[src/hdl/lzwd_pkg.sv]
// Shared types, codes and constants of the LZW variable width decoder.
package lzwd_pkg;

  localparam int MAX_CODE_BITS_DEF = 12;
  localparam int MIN_CODE_BITS     = 9;
  localparam int CODE_END          = 256;
  localparam int CODE_BUMP         = 257;
  localparam int CODE_FLUSH        = 258;
  localparam int CODE_FIRST_FREE   = 259;
  localparam int CNT_W             = 24;
  localparam int BUF_W             = 24;
  localparam int FILL_W            = 5;
  localparam logic [CNT_W-1:0] MAX_OUT_RESET = 24'd65536;

  typedef enum logic [1:0] {
    OP_PUSH    = 2'd0,
    OP_PULL    = 2'd1,
    OP_RESTART = 2'd2,
    OP_NONE    = 2'd3
  } opcode_t;

  typedef enum logic [2:0] {
    ST_ACCEPTED = 3'd0,
    ST_BYTE     = 3'd1,
    ST_NEED     = 3'd2,
    ST_END      = 3'd3,
    ST_ERROR    = 3'd4,
    ST_REFUSED  = 3'd5,
    ST_LIMIT    = 3'd6
  } status_t;

  typedef enum logic [1:0] {
    PH_LITERAL = 2'd0,
    PH_RUN     = 2'd1,
    PH_ENDED   = 2'd2,
    PH_ERROR   = 2'd3
  } phase_t;

  typedef enum logic [2:0] {
    CC_LIT,
    CC_END,
    CC_FLUSH,
    CC_BUMP,
    CC_BAD,
    CC_KWK,
    CC_COPY
  } code_cls_t;

  typedef enum logic [1:0] {
    RS_ZERO,
    RS_CODE,
    RS_STACK
  } res_src_t;

  typedef enum logic [2:0] {
    S_IDLE,
    S_CMD,
    S_PULL,
    S_WALK,
    S_FIX,
    S_EMIT,
    S_FIN
  } state_t;

  typedef struct packed {
    logic     capture;
    logic     push;
    logic     restart;
    logic     pop;
    logic     take_code;
    logic     walk;
    logic     fix;
    logic     set_res;
    status_t  res_status;
    res_src_t res_src;
    logic     load_out;
  } ctrl_cmd_t;

  typedef struct packed {
    phase_t    phase;
    logic      limit_hit;
    logic      stk_nonempty;
    logic      short_bits;
    logic      push_full;
    code_cls_t cls;
    logic      walk_root;
    logic      walk_ovf;
    logic      kwk;
  } dp_stat_t;

endpackage

[src/hdl/lzwd_ctrl.sv]
// Controller: sequences push, restart and pull work and owns the result handshake.
module lzwd_ctrl (
  input  logic                clk,
  input  logic                rst_n,
  input  logic                in_valid,
  output logic                in_ready,
  input  logic [1:0]          in_opcode,
  output logic                out_valid,
  input  logic                out_ready,
  input  lzwd_pkg::dp_stat_t  stat,
  output lzwd_pkg::ctrl_cmd_t cmd
);
  import lzwd_pkg::*;

  state_t  state_r, state_nxt;
  opcode_t op_r;
  logic    out_valid_r;

  always_ff @(posedge clk) begin
    if (!rst_n) begin
      state_r     <= S_IDLE;
      out_valid_r <= 1'b0;
    end else begin
      state_r <= state_nxt;
      if (cmd.load_out) begin
        out_valid_r <= 1'b1;
      end else if (out_ready) begin
        out_valid_r <= 1'b0;
      end
    end
  end

  always_ff @(posedge clk) begin
    if (cmd.capture) op_r <= opcode_t'(in_opcode);
  end

  always_comb begin
    state_nxt = state_r;
    unique case (state_r)
      S_IDLE: if (in_valid) state_nxt = S_CMD;
      S_CMD:  state_nxt = (op_r == OP_PULL) ? S_PULL : S_FIN;
      S_PULL: begin
        priority if (stat.phase == PH_ENDED || stat.phase == PH_ERROR) state_nxt = S_FIN;
        else if (stat.limit_hit) state_nxt = S_FIN;
        else if (stat.stk_nonempty) state_nxt = S_EMIT;
        else if (stat.short_bits) state_nxt = S_FIN;
        else if (stat.cls == CC_LIT) state_nxt = S_FIN;
        else if (stat.cls == CC_KWK || stat.cls == CC_COPY) state_nxt = S_WALK;
        else state_nxt = S_PULL;
      end
      S_WALK: begin
        if (stat.walk_ovf) state_nxt = S_PULL;
        else if (stat.walk_root) state_nxt = stat.kwk ? S_FIX : S_PULL;
      end
      S_FIX:  state_nxt = S_PULL;
      S_EMIT: state_nxt = S_FIN;
      S_FIN:  if (!out_valid_r || out_ready) state_nxt = S_IDLE;
      default: state_nxt = S_IDLE;
    endcase
  end

  always_comb begin
    cmd = '0;
    cmd.res_status = ST_ACCEPTED;
    cmd.res_src    = RS_ZERO;
    unique case (state_r)
      S_IDLE: cmd.capture = in_valid;
      S_CMD: begin
        cmd.set_res = (op_r != OP_PULL);
        unique case (op_r)
          OP_PUSH: begin
            cmd.push       = 1'b1;
            cmd.res_status = stat.push_full ? ST_REFUSED : ST_ACCEPTED;
          end
          OP_RESTART: cmd.restart = 1'b1;
          OP_PULL, OP_NONE: begin
          end
          default: begin
          end
        endcase
      end
      S_PULL: begin
        priority if (stat.phase == PH_ENDED) begin
          cmd.set_res    = 1'b1;
          cmd.res_status = ST_END;
        end else if (stat.phase == PH_ERROR) begin
          cmd.set_res    = 1'b1;
          cmd.res_status = ST_ERROR;
        end else if (stat.limit_hit) begin
          cmd.set_res    = 1'b1;
          cmd.res_status = ST_LIMIT;
        end else if (stat.stk_nonempty) begin
          cmd.pop = 1'b1;
        end else if (stat.short_bits) begin
          cmd.set_res    = 1'b1;
          cmd.res_status = ST_NEED;
        end else begin
          // A literal in the first-code phase is sent out at once.
          cmd.take_code = 1'b1;
          if (stat.cls == CC_LIT) begin
            cmd.set_res    = 1'b1;
            cmd.res_status = ST_BYTE;
            cmd.res_src    = RS_CODE;
          end
        end
      end
      S_WALK: cmd.walk = 1'b1;
      S_FIX:  cmd.fix  = 1'b1;
      S_EMIT: begin
        cmd.set_res    = 1'b1;
        cmd.res_status = ST_BYTE;
        cmd.res_src    = RS_STACK;
      end
      S_FIN: cmd.load_out = !out_valid_r || out_ready;
      default: begin
      end
    endcase
  end

  assign in_ready  = (state_r == S_IDLE);
  assign out_valid = out_valid_r;

endmodule

[config.mk]
export PLATFORM = sky130hd
export DESIGN_NAME = lzwd_ctrl
export DESIGN_NICKNAME = d
export VERILOG_FILES = /design/src/hdl/lzwd_pkg.sv /design/src/hdl/lzwd_ctrl.sv
export SDC_FILE = /design/constraint.sdc
export NUM_CORES = 1
export LEC_CHECK = 0
export ABC_AREA = 0
export BUFFER_PORTS_ARGS = -buffer_cell sky130_fd_sc_hd__clkbuf_2
export CAP_MARGIN = 30
export CORE_AREA = 5 5 44 55
export DETAILED_ROUTE_END_ITERATION = 10
export DIE_AREA = 0 0 49 60
export PLACE_DENSITY = 0.68
export SKIP_LAST_GASP = 1
export SLEW_MARGIN = 20
export SYNTH_ARGS = -nofsm -noshare
export SYNTH_HDL_FRONTEND = slang
export SYNTH_SLANG_ARGS = --single-unit
[constraint.sdc]
create_clock -name clk -period 1.5 [get_ports clk]
set_input_delay 0.075 -clock clk [delete_from_list [all_inputs] [get_ports clk]]
set_output_delay 0.075 -clock clk [all_outputs]
set_load 0.01 [all_outputs]
## Word-level counts from Yosys, hierarchy flattened

Index checks and enable logic that the tools add are counted.

| word-level totals | value |
|---|---|
| bits of input ports | 18 |
| output and inout port bits | 16 |
| bits in registers | 6 |
| logic and storage cells | 71 |

| cells by class | value |
|---|---|
| muxes and demuxes | 43 |
| equal/unequal tests | 16 |
| reduce and logical (&&, ||, !) cells | 9 |

Operators by type and width:

| operator | number |
|---|---|
| $mux 3 | 13 |
| $pmux 3 s7 | 1 |
| $mux 2 | 9 |
| $mux 4 | 4 |
| $eq 3x3->1 const B | 5 |
| $mux 1 | 12 |
| $mux 6 | 2 |
| $pmux 4 s3 | 1 |
| $eq 2x2->1 const B | 3 |
| $eq 3x2->1 const B | 2 |
| $logic_not 3->1 | 2 |
| $ne 2x2->1 const B | 2 |
| $pmux 2 s2 | 1 |
| $eq 3x1->1 const B | 1 |
| $logic_or 1x1->1 | 3 |
| $ne 3x3->1 const B | 1 |
| $reduce_and 3->1 | 1 |
| $eq 2x1->1 const B | 1 |
| $logic_not 2->1 | 1 |
| $ne 2x1->1 const B | 1 |
| $reduce_bool 2->1 | 1 |
| $logic_not 1->1 | 1 |

## Logic depth before layout (Yosys ltp)

| logic depth | value |
|---|---|
| depth in word-level cells | 9 |
| gate-level depth with buffers | 6 |
| gate-level depth less buffers | 4 |

## Worst setup path before layout

Ideal clock, no wire load.

| timing path | value |
|---|---|
| path kind | register to output |
| start | register state_r[2] |
| end | output cmd[3] (netlist bit) |
| required time | 1.425 ns |
| setup slack | 0.082 ns |
| cell stages (with the launch flop) | 6 |
| buffers on the path | 1 |
| data arrival time | 1.343 ns |
| cell sequence | dfxtp_1 > buf_2 > nand2b_1 > nor4_1 > nand2_1 > o211ai_1 |

RTL lines:

| item | RTL line | text |
|---|---|---|
| start: declaration | lzwd_ctrl.sv:15 | `state_t state_r, state_nxt;` |
| start signal: assignment | lzwd_ctrl.sv:24 | `state_r <= state_nxt;` |
| end: declaration | lzwd_ctrl.sv:11 | `output lzwd_pkg::ctrl_cmd_t cmd` |

==> results by group <==
Power and ir drop
  • Sequential power share: 26.4%
  • Total power: 1.26 mW
  • VDD IR max: 0.000637 V
  • Sw Ratio: 42.7%
  • Comb power frac: 60.6%
  • Internal power: 0.723 mW
  • Leak: 0.384 nW
  • Net switching power figure: 0.538 mW
  • Cell area power density: 1500 nW/um2
  • Clk pwr share: 13.0%

Drt
  • Total wire length: 1.66 mm
  • Final ANT Viol Nets: 0
  • First-pass DRT Iterations: 4
  • DRC viols: 0
  • Via density: 5.23
  • Vias: 695
  • WL per Instance: 12.5 um
  • Starting DRC count in detailed routing: 12

Setup path
  • Setup crit start kind: flip-flop
  • CP endpoint: cmd[4]
  • R2R Path Start: state_r[1]
  • WP data required: 1.42 ns
  • Critical path fanouts, max: 7
  • Worst R2R Setup Slack: 0.11 ns
  • Kind of critical path: flip-flop to output pin
  • Critical Path Source: state_r[1]
  • Worst r2r dst: state_r[2]
  • CP Capture Type: output pin
  • Critical Path AT: 1.40 ns
  • Reg2Reg Depth: 5

Yosys
  • Post-Synth XOR/XNOR Area: 1.67%
  • Syn nets: 89
  • Seq/Total Area, Yosys: 26.8%
  • Seq cells post-synth: 6
  • Compound-Gate Fraction of Synth Area: 24.4%
  • Synth Warn #: 0
  • Post-Syn Instances: 71
  • Post-Synth Simple-Gate Area: 38.5%
  • Post-Synth Adder-Cell Area: 0%
  • Syn Area/Cell: 7.37 um2
  • Synth unique cells: 30
  • Largest family of logic cells by synthesized area: simple AND/OR/NAND/NOR gates
  • Mapped cell area: 523 um2
  • Mux cell area share after synthesis: 1.91%

STA
  • Peak Freq: 676 MHz
  • RSZ-0062 raised after global routing: true
  • Max Slew Vio Count: 0
  • Final hold vios: 0
  • Setup tns final: 0 ns
  • Final min period: 1.48 ns
  • Final period util: 98.7%
  • Clk_skew: 0.00168 ns
  • Slew @ Worst Pin: 0.369 ns
  • Setup Viol. Count Final: 0
  • Rel. slew slack: 75.2%

Floorplan
  • Die Span Y: 60 um
  • Initial Util: 27.6%
  • Die area: 2940 um2
  • Top-level I/O count: 34
  • Core Box Area: 1890 um2
  • Chip Width: 49 um
  • Cell Rows: 18

Finish
  • Antenna diodes: 0
  • Post-Route Utilization: 44.4%
  • Layout cell share with drive strength beyond 1: 47.8%
  • Area Overhead vs Synth: 60.8%
  • Area occupied by multi-input gates: 395 um2
  • Layout net count: 132
  • Seq. cell area: 151 um2
  • Layout fillers: 207

Global routing
  • Initial antenna violation count: 0
  • Overflow after GRT: 0
  • First-pass GRT wire length: 2.70 mm
  • Gr usage total: 11.7%
  • Largest net degree at the start of global routing: 11
  • Vias in the first global route: 677

Place
  • # port buffers: 33
  • Dpl hpwl: 1.37 mm
  • RD Place Congestion: 0.759

Clock network
  • CTS Buffer Depth: 2
  • Num Clock Sinks: 6
  • Clock Latency Late Sink: 0.25 ns
  • Worst-path clk slew: 0.05 ns
  • Htree depth: 1
  • CTS tree: done
  • TritonCTS Buffers: 3
  • CTS root buffer: clkbuf_4

Run status
  • Status: finished, final reports clean

Worst hold path
  • Hold crit path type: primary input to flip-flop

Job
  • Max Cap Viol: 0
-- worst max-delay path: stages, from the launching register on --
cell and delay (ns):
dfxtp_4 0.39, or3b_4 0.42, a211oi_2 0.20, buf_2 0.15
-- stage by stage --
step                setup WS, ns  cells  area, um2  hold WS [ns]
floorplan                 0.0824     71        523         0.174
global placement           0.126    124        723         0.253
detailed placement        0.0407    124        723         0.254
CTS                      -0.0137    133        835       0.00491
global route             -0.0408    133        841        0.0111
finish                    0.0200    133        841        0.0135
-- cell usage in the layout (no fill, tap or decap), types with 3 or more instances in the layout --
cell type,n
buf_4,7
clkbuf_2,31
clkbuf_4,3
dfxtp_4,3
inv_1,4
nand2_1,8
nor2_1,7
nor2b_1,4
nor3_1,4
o21ai_1,4
-- layout make-up --
class                           count  area share, %
Timing Repair Buffer               41           27.1
Multi-Input combinational cell     58           47.0
Inverter                            4           1.79
Tap cell                           20           2.98
Clock buffer                        4           3.13
Sequential cell                     6           18.0
-- power by group through the flow --
stage,clock [mW],combinational [mW],sequential (mW)
6_report,0.164,0.764,0.333
5_1_grt,0.172,0.830,0.345
2_1_floorplan,0,0.422,0.256
3_5_place_dp,0,0.649,0.292
3_3_place_gp,0,0.642,0.283
4_1_cts,0.168,0.760,0.331
-- synthesized netlist by cell type, drive strengths merged --
| cell | instances | share of area, % |
|---|---|---|
| or2 | 1 | 1.2 |
| a311oi | 2 | 3.3 |
| o21ai | 4 | 3.8 |
| nor4 | 3 | 3.6 |
| a2bb2oi | 1 | 1.7 |
| mux2i | 1 | 1.9 |
| nand2b | 3 | 3.6 |
| o32ai | 1 | 1.7 |
| or3 | 1 | 1.2 |
| o211ai | 1 | 1.4 |
| nor2b | 4 | 4.8 |
| or3b | 2 | 3.3 |
| o22ai | 2 | 2.4 |
| a21oi | 1 | 0.96 |
| a211oi | 1 | 1.4 |
| a21boi | 2 | 2.9 |
| edfxtp | 2 | 11 |
| nand2 | 8 | 5.7 |
| and2 | 2 | 2.4 |
| o311a | 1 | 1.9 |
| a221oi | 1 | 2.9 |
| nor3 | 4 | 3.8 |
| inv | 4 | 2.9 |
| xor2 | 1 | 1.7 |
| nor4b | 1 | 1.7 |
| dfxtp | 4 | 15 |
| buf | 4 | 3.8 |
| nor2 | 8 | 6.2 |
| nand3 | 1 | 0.96 |
-- registers in the layout, summed over array words and instances, names as in the netlist --
register   cells
state_r        3
out_valid      1
op_r           2
-- routing by layer --
| metal | global-route usage, % | vias to the layer above | share of wire [%] | routed length (um) |
|---|---|---|---|---|
| met5 | 0 | - | 0 | 0 |
| met4 | 6.92 | 0 | 1.4 | 23 |
| met3 | 3.74 | 4 | 8.6 | 143 |
| met2 | 21.8 | 26 | 52 | 866 |
| met1 | 11.2 | 320 | 38 | 631 |
| li1 | - | 345 | - | - |
-- timing repair --
item                                   4_1_cts  5_1_grt
resized for setup                           13        3
pin swaps                                    3        1
cloned                                       1        0
setup endpoints to repair                    8        6
hold buffers                                 1        0
setup buffers                                3        0
endpoints found under the hold margin        1        0
-- worst min-delay path by stage --
stage / to / start / depth (start not counted) / slack, ns
final: op_r[1] / in_opcode[1] / 1 / 0.01
after global routing: op_r[1] / in_opcode[1] / 1 / 0.01
after detailed placement: op_r[0] / in_opcode[0] / 1 / 0.25
after CTS: op_r[1] / in_opcode[1] / 1 / 0.005
after global placement: op_r[1] / in_opcode[1] / 1 / 0.25
after floorplan: op_r[0] / in_opcode[0] / 0 / 0.17
-- cells by family (layout without fill, tap and decap cells) --
logic type             Yosys count  after routing
AND/OR/NAND/NOR                 38             39
AO/OA/AOI/OAI                   17             17
buffers and inverters            8             49
flip-flops                       6              6
XOR/XNOR                         1              1
multiplexers                     1              1
Note: power is estimated with default switching activity, not from simulation.
